===== config.mk =====
export PLATFORM = sky130hd
export DESIGN_NAME = pss_ctrl
export DESIGN_NICKNAME = d
export VERILOG_FILES = /design/src/pss_pkg.sv /design/src/pss_ctrl.sv
export SDC_FILE = /design/constraint.sdc
export NUM_CORES = 1
export LEC_CHECK = 0
export ABC_CLOCK_PERIOD_IN_PS = 3000
export BUFFER_PORTS_ARGS = -buffer_cell sky130_fd_sc_hd__clkbuf_2
export CORE_AREA = 4 4 41 43
export DETAILED_ROUTE_END_ITERATION = 16
export DIE_AREA = 0 0 45 47
export GPL_TIMING_DRIVEN = 0
export PLACE_DENSITY = 0.35
export SYNTH_ARGS = -nofsm -noshare
export SYNTH_HDL_FRONTEND = slang
export SYNTH_SLANG_ARGS = --single-unit

===== constraint.sdc =====
create_clock -name i_clk -period 3 [get_ports i_clk]
set_clock_uncertainty 0.15 [all_clocks]
set_input_delay 0.3 -clock i_clk [delete_from_list [all_inputs] [get_ports i_clk]]
set_output_delay 0.3 -clock i_clk [all_outputs]
set_load 0.005 [all_outputs]

===== src/pss_pkg.sv =====
package pss_pkg;

    // Step table geometry.
    localparam int MAX_STEPS = 128;
    localparam int STEP_W    = $clog2(MAX_STEPS);
    localparam int CNT_W     = $clog2(MAX_STEPS + 1);

    // Field widths.
    localparam int PHASE_W   = 16;
    localparam int VALUE_W   = 16;
    localparam int PROB_W    = 17;
    localparam int RATCHET_W = 4;
    localparam int CFG_W     = 8;
    localparam int CFG_IDX_W = 3;
    localparam int IN_W      = 64;
    localparam int OUT_W     = 64;
    localparam int ROW_W     = VALUE_W + PROB_W + RATCHET_W;

    // Input item kinds carried on tuser.
    typedef enum logic {
        OP_TICK  = 1'b0,
        OP_WRITE = 1'b1
    } t_opcode;

    // Configuration register indexes.
    typedef enum logic [CFG_IDX_W-1:0] {
        CFG_STEP_COUNT     = 3'd0,
        CFG_CHANNEL        = 3'd1,
        CFG_VALUE_LENGTH   = 3'd2,
        CFG_PROB_LENGTH    = 3'd3,
        CFG_RATCHET_LENGTH = 3'd4
    } t_cfg_index;

    // Commands from the controller to the datapath.
    typedef struct packed {
        logic tick_load;
        logic table_write;
        logic step_load;
        logic eval;
    } t_pss_cmd;

    // Status from the datapath to the controller.
    typedef struct packed {
        logic out_busy;
    } t_pss_status;

endpackage


===== src/pss_ctrl.sv =====
module pss_ctrl
    import pss_pkg::*;
(
    input  logic        i_clk,
    input  logic        i_rst_n,
    input  logic        i_s_tvalid,
    input  logic        i_s_tuser,
    input  t_pss_status i_status,
    output logic        o_s_tready,
    output t_pss_cmd    o_cmd
);

    typedef enum logic [3:0] {
        S_IDLE = 4'b0001,
        S_MUL  = 4'b0010,
        S_READ = 4'b0100,
        S_EVAL = 4'b1000
    } t_state;

    t_state r_state;
    t_state n_state;

    // Next state and commands.
    always_comb begin
        n_state = r_state;
        o_cmd   = '0;
        unique case (r_state)
            S_IDLE: begin
                if (i_s_tvalid) begin
                    if (t_opcode'(i_s_tuser) == OP_TICK) begin
                        o_cmd.tick_load = 1'b1;
                        n_state         = S_MUL;
                    end else begin
                        o_cmd.table_write = 1'b1;
                    end
                end
            end
            S_MUL: begin
                o_cmd.step_load = 1'b1;
                n_state         = S_READ;
            end
            S_READ: begin
                n_state = S_EVAL;
            end
            S_EVAL: begin
                if (!i_status.out_busy) begin
                    o_cmd.eval = 1'b1;
                    n_state    = S_IDLE;
                end
            end
            default: begin
                n_state = S_IDLE;
            end
        endcase
    end

    // State register.
    always_ff @(posedge i_clk) begin
        if (!i_rst_n) begin
            r_state <= S_IDLE;
        end else begin
            r_state <= n_state;
        end
    end

    assign o_s_tready = (r_state == S_IDLE);

endmodule


After elaboration in Yosys (flattened, before gate mapping) --
Cells that the tools add are included.
Word-level totals: flip-flop bits (word level) 4, bits in latches 0, memory bits (writable) 0, bits in read-only memories 0, input port bits 5, output and inout bits 5, logic and storage cells 20, memories kept 0
Cells by class: add/subtract/negate cells 0, $mul 0, divide/modulo/power cells 0, magnitude comparators 0, equal/unequal tests 7, shift-type cells 0, multiplexer cells 11, bitwise operators 0, reduce and logical (&&, ||, !) cells 1
Operator list (number):
- 4-bit case mux with 4 select lines | 1
- 4-bit 2-to-1 mux | 3
- 2-bit != test, second input constant | 3
- 1-bit 2-to-1 mux | 5
- 4-bit by 1-bit == test with 1-bit output, second input constant | 1
- 4-bit by 2-bit == test with 1-bit output, second input constant | 1
- 4-bit by 3-bit == test with 1-bit output, second input constant | 1
- 4-bit == test, second input constant | 1
- 2-bit 2-to-1 mux | 2
- 3-bit AND reduction | 1

Longest topological paths before layout --
Gate-level depths: netlist of the first run.
word-level depth 3, depth in mapped cells 3, depth with buffers taken out 3

Worst setup path after synthesis of the first run --
Ideal clock, no wire load.
kind reg-to-output, from register r_state[1], to output o_cmd[2] (netlist bit), arrival time 0.914 ns, data required time 2.550 ns, slack 1.636 ns, stages on the path, launching flop included 4, buffers on the path 0, path through dfxtp_1 > nand2b_1 > nor3_1 > and3_1
RTL lines:
- start: declaration | RTL line pss_ctrl.sv:20 | t_state r_state;
- start signal: assignment | RTL line pss_ctrl.sv:62 | r_state <= n_state;
- end: declaration | RTL line pss_ctrl.sv:10 | output t_pss_cmd o_cmd

==> results of run 1 <==
-- how the worst max path moves through the flow --
stage,to,from,cells past startpoint,slack [ps]
2_1_floorplan,o_cmd[2],r_state[1]$_SDFFE_PN0P_,3,1640
3_3_place_gp,o_cmd[3],i_s_tuser,4,1530
5_1_grt,o_cmd[2],r_state[0]$_SDFFE_PN1P_,4,1190
3_5_place_dp,o_cmd[3],i_s_tuser,4,1520
4_1_cts,o_cmd[2],r_state[1]$_SDFFE_PN0P_,4,1280
6_report,o_cmd[2],r_state[1]$_SDFFE_PN0P_,4,1280
-- routing by layer --
layer	routed length, microns	global-route usage, %
met5	0	0
met4	0	1.75
met3	31	6.13
met2	228	9.04
met1	251	8.16
-- logic make-up after synthesis --
kind of cell	synth area share [%]
flops	34.4
simple gates	41.4
compound gates	19.4
buf+inv	4.84
-- critical path: cells and delay by family, from the launching register on --
kind	cells	cell delay [ps]
DFF	1	350
buffers and inverters	1	110
and+or+nand+nor	3	580
-- final cells by class --
class	instances	area, sq um	share of cell area, %
tap	15	18.8	5.88
multi-input combinational	17	141	44.3
sequential	4	80.1	25.1
buffer	1	7.51	2.35
inverter	1	3.75	1.18
clock buffer	3	22.5	7.06
timing repair buffer	9	45.0	14.1
-- placed cells by master, fill, tap and decap left out --
cell type  instances
nor2_1             1
nand2b_2           1
and2_1             1
clkbuf_2           9
a31oi_2            1
and2_2             1
buf_4              1
nand2b_1           2
dfxtp_1            4
nor4_1             2
nor3_1             2
nor4_2             1
nand3b_1           1
or2b_2             1
a2111oi_4          1
inv_1              1
and3_1             1
o21ai_0            1
clkbuf_4           3
-- power by group through the flow --
stage,combinational (mW),clock [mW],sequential (mW)
3_3_place_gp,0.0143,0,0.0577
5_1_grt,0.0166,0.0730,0.0571
3_5_place_dp,0.0147,0,0.0576
2_1_floorplan,0.00774,0,0.0571
6_report,0.0145,0.0642,0.0569
4_1_cts,0.0148,0.0682,0.0568
-- cell usage after synthesis (all sizes together) --
| cell | n |
|---|---|
| inv | 1 |
| nor2 | 1 |
| buf | 1 |
| dfxtp | 4 |
| a2111oi | 1 |
| o21ai | 1 |
| nand3b | 1 |
| nor4 | 3 |
| nand2b | 3 |
| nor3 | 2 |
| and2 | 2 |
| a31oi | 1 |
| or2b | 1 |
| and3 | 1 |
-- metrics by stage --
stage / utilization, % / hold slack (ps) / power, mW / instances / worst slack [ps]
detailed placement: 22.8 / 382 / 0.0723 / 47 / 1520
CTS: 24.5 / 158 / 0.140 / 50 / 1280
finish: 24.5 / 160 / 0.136 / 50 / 1280
global placement: 22.8 / 391 / 0.0720 / 47 / 1530
floorplan: - / 263 / 0.0649 / 23 / 1640
global route: 24.5 / 174 / 0.147 / 50 / 1190
==> results.toml, run 1 <==
[route]
num_vias = 210
ant_nets = 0
detail_route.wl_per_cell_microns = 10.2
drc_errors = 0
wl_microns = 510
viasPerCell = 4.20
drt-pass1-iter-count = 4
drt_iter0_drc = 6

[power]
p_sw_mw = 0.0286
pwr-share-clk_pct = 47.4
pwr-share-seq_pct = 42.0
leakagePower_nw = 0.133
internal_power_mw = 0.107
ir_drop_uv = 229
comb_power_share_pct = 10.7
power_density_nw_per_um2 = 425
swShare_pct = 21.1

[layout]
insertedDiodeCount = 0
final_nets = 42
final_area_sq_um = 319
top_regs = "r_state (4)"
largest_reg_flops = 4
regMostFlops = "r_state"
n_fill_cell = 164
drive_above_1_share_pct = 54.3
syn2layout_area_growth_pct = 37.1

[critical_path]
ff2ff_path_depth = 3
cp_cell_sequence = "nand2b_1, nor3_1, and3_1, clkbuf_2"
reg2reg_slack_ps = 1690
required_ps = 2550
critPathKind = "register to output port"
worstPathArrival_ps = 1270
crit_path_end_kind = "output port"
cpMaxStageDelayCell = "dfxtp_1"
crit-reg2reg-launch = "r_state[3]$_SDFFE_PN0P_"
critical_path.max_fanout = 4
r2r_end = "r_state[0]$_SDFFE_PN1P_"
setup.worst_path.start_class = "register"
crit_path_max_incr_delay_ps = 350

[die]
io_pins = 10
die_x_microns = 45
start_util_pct = 17.9
die-area_sq_um = 2120
fp.dieH_microns = 47
coreArea_sq_um = 1300
num_rows = 13

[logic_synthesis]
ys_seq_elements = 4
yosys.area.top_type = "dfxtp_1"
syn_area_per_cell_sq_um = 10.1
yosysSeqAreaShare_pct = 34.4
synth.distinct_cells = 17
ys_warn_count = 0
synth_nets = 28
synth_top_area_share_pct = 34.4
syn_area_sq_um = 233
ys_top_cells_by_area = "dfxtp_1, a2111oi_4, a31oi_2"
syn_inst = 23

[sta]
rsz0062_at_grt = "no"
min_period_ps = 1720
fmax_ghz = 0.581
slew_headroom_pct = 80.3
hold_violations = 0
slew_violations = 0
post-route-period-util_pct = 57.4
setup_tns_ps = 0
setup_violations = 0
worst_pin_slew_ps = 295

[clock_tree]
cts-resized-gates = 0
clkTransAtPathRegs_ps = 30
cts_tree = "done"
ctsRootBufferMaster = "clkbuf_4"
h-tree-depth = 1
clockBufferDepth = 2
numCtsBuffers = 3
cts_setup_buffers = 0
cts_sinks = 4
cts_hold_buf = 0
clock_latency_ps = 230

[placement]
numPortBuffers = 9
hpwl_microns = 412
gp_congestion = 0.708
post_dp_cell_area_sq_um = 297

[global_routing]
overflow = 0
grt_pass1_vias = 213
grt_max_degree = 9
grt_usage_pct = 6.87
antenna_found_initial = 0
grt_pass1_wl_microns = 986

[min_path]
whs_path_depth = 2
holdPathEnd = "r_state[0]$_SDFFE_PN1P_"
min_path_type = "input pin to register"
min_from = "i_rst_n"

[flow_run]
max-cap-violations = 0

[run_status]
status = "finished, final reports clean"
(Power assumes the default switching activity.)
==> inputs of run 2 (changes only) <==
--- a/config.mk
+++ b/config.mk
@@ -5,13 +5,13 @@
 export SDC_FILE = /design/constraint.sdc
 export NUM_CORES = 1
 export LEC_CHECK = 0
-export ABC_CLOCK_PERIOD_IN_PS = 3000
+export ABC_CLOCK_PERIOD_IN_PS = 1580
 export BUFFER_PORTS_ARGS = -buffer_cell sky130_fd_sc_hd__clkbuf_2
 export CORE_AREA = 4 4 41 43
 export DETAILED_ROUTE_END_ITERATION = 16
 export DIE_AREA = 0 0 45 47
 export GPL_TIMING_DRIVEN = 0
-export PLACE_DENSITY = 0.35
+export PLACE_DENSITY = 0.36
 export SYNTH_ARGS = -nofsm -noshare
 export SYNTH_HDL_FRONTEND = slang
 export SYNTH_SLANG_ARGS = --single-unit
==> constraint.sdc (replaced) <==
create_clock -name i_clk -period 1.58 [get_ports i_clk]
set_clock_uncertainty 0.15 [all_clocks]
set_input_delay 0.158 -clock i_clk [delete_from_list [all_inputs] [get_ports i_clk]]
set_output_delay 0.158 -clock i_clk [all_outputs]
set_load 0.005 [all_outputs]
==> run 2 against run 1 <==
Count of clock-buffer cells in the layout stayed put; wire length is 8.6% lower; worst setup slack worse by 1200 ps; cell count stayed put; largest cell class unchanged; highest routed layer unchanged.
==> results.toml, run 2 (synthesis gave the netlist of run 1 again) <==
[run_status]
status = "finished, final reports clean"

[min_path]
min_from = "i_rst_n"
min_path_type = "input pin to register"
whs_path_depth = 2

[clock_tree]
cts_tree = "done"
clockBufferDepth = 2
cts_sinks = 4
numCtsBuffers = 3
cts_hold_buf = 0
ctsRootBufferMaster = "clkbuf_4"
clock_latency_ps = 230
h-tree-depth = 1
clkTransAtPathRegs_ps = 40
cts_setup_buffers = 0

[layout]
final_nets = 42
regMostFlops = "r_state"
insertedDiodeCount = 0
layout_commonest_cell = "clkbuf_2"
drive_above_1_share_pct = 60.0
final_cell_mix = "clkbuf_2, dfxtp_1, clkbuf_4"
largest_reg_flops = 4
stdcell_count = 50
final_util_pct = 25.5
syn2layout_area_growth_pct = 42.5
top_regs = "r_state (4)"
final_area_sq_um = 332

[sta]
fmax_ghz = 0.680
post-route-period-util_pct = 93.1
fin_ws_ps = 108
worst_pin_slew_ps = 313
setup_violations = 0
rsz0062_at_grt = "no"
hold_slack_ps = 18.4
setup_tns_ps = 0
min_period_ps = 1470
hold_violations = 0
slew_violations = 0
slew_headroom_pct = 79.1

[placement]
dp_slack_ps = 253
hpwl_microns = 386
post_dp_cell_area_sq_um = 297
placed_cells = 47
gp_congestion = 0.687
numPortBuffers = 9

[critical_path]
crit_path_end_kind = "output port"
r2r_end = "r_state[0]$_SDFFE_PN1P_"
setup.worst_path.start_class = "register"
cpMaxStageDelayCell = "dfxtp_1"
cp_cell_sequence = "nand2b_4, nor3_2, and3_1, clkbuf_2"
ff2ff_path_depth = 3
critical_path.max_fanout = 4
worstPathArrival_ps = 1160
critPathKind = "register to output port"
required_ps = 1270
crit-reg2reg-launch = "r_state[2]$_SDFFE_PN0P_"
cp-startpoint = "r_state[0]$_SDFFE_PN1P_"
reg2reg_slack_ps = 260
crit_end = "o_cmd[2]"
crit_path_max_incr_delay_ps = 440

[die]
coreArea_sq_um = 1300
fp.dieH_microns = 47
io_pins = 10
die_x_microns = 45
start_util_pct = 17.9
num_rows = 13
die-area_sq_um = 2120

[global_routing]
overflow = 0
grt_pass1_vias = 219
grt_use_met3_pct = 4.98
grt_pass1_wl_microns = 828
grt_usage_pct = 5.92
grt_max_degree = 9
use_met2_pct = 8.19
grtUsageMet1_pct = 6.12
top_usage_layer = "met2"
antenna_found_initial = 0

[power]
power_density_nw_per_um2 = 788
p_total_mw = 0.261
leakagePower_nw = 0.137
ir_drop_uv = 300

[route]
num_vias = 204
drc_errors = 0
viasPerCell = 4.08
drt-pass1-iter-count = 1
ant_nets = 0
wl_microns = 466
detail_route.wl_per_cell_microns = 9.32
drt_iter0_drc = 0

[flow_run]
max-cap-violations = 0
-- run 2: worst min-delay path by stage --
stage / to / slack [ps]
floorplan: r_state[0]$_SDFFE_PN1P_ / 120
global placement: r_state[0]$_SDFFE_PN1P_ / 250
detailed placement: r_state[0]$_SDFFE_PN1P_ / 260
CTS: r_state[0]$_SDFFE_PN1P_ / 10
global route: r_state[0]$_SDFFE_PN1P_ / 10
finish: r_state[0]$_SDFFE_PN1P_ / 20
-- run 2: critical path: cells and delay by family, from the launching register on --
kind	cells	cell delay (ps)
buffers and inverters	1	110
flip-flops	1	440
AND/OR/NAND/NOR	3	390
-- run 2: cell type report --
type / instances / area, sq um
sequential: 4 / 80.1
fill: 157 / 970
clock buffer: 3 / 22.5
buffer: 1 / 7.51
tap: 15 / 18.8
timing repair buffer: 9 / 45.0
inverter: 1 / 3.75
multi-input combinational: 17 / 154
-- run 2: timing repair --
action / CTS / global route
pin swaps: 0 / 0
setup endpoints to repair: 1 / 2
resized for setup: 1 / 1
-- run 2: power by group --
part	internal [mW]	switching, mW	total, mW
Sequential	0.104	0.00433	0.108
Combinational	0.0163	0.0128	0.0291
Clock	0.0848	0.0391	0.124
Total	0.205	0.0563	0.261
-- run 2: layer usage --
layer,vias to the layer above,share of wire [%]
met5,-,0
li1,110,-
met2,7,43
met1,87,48
met4,0,0
met3,0,8.8
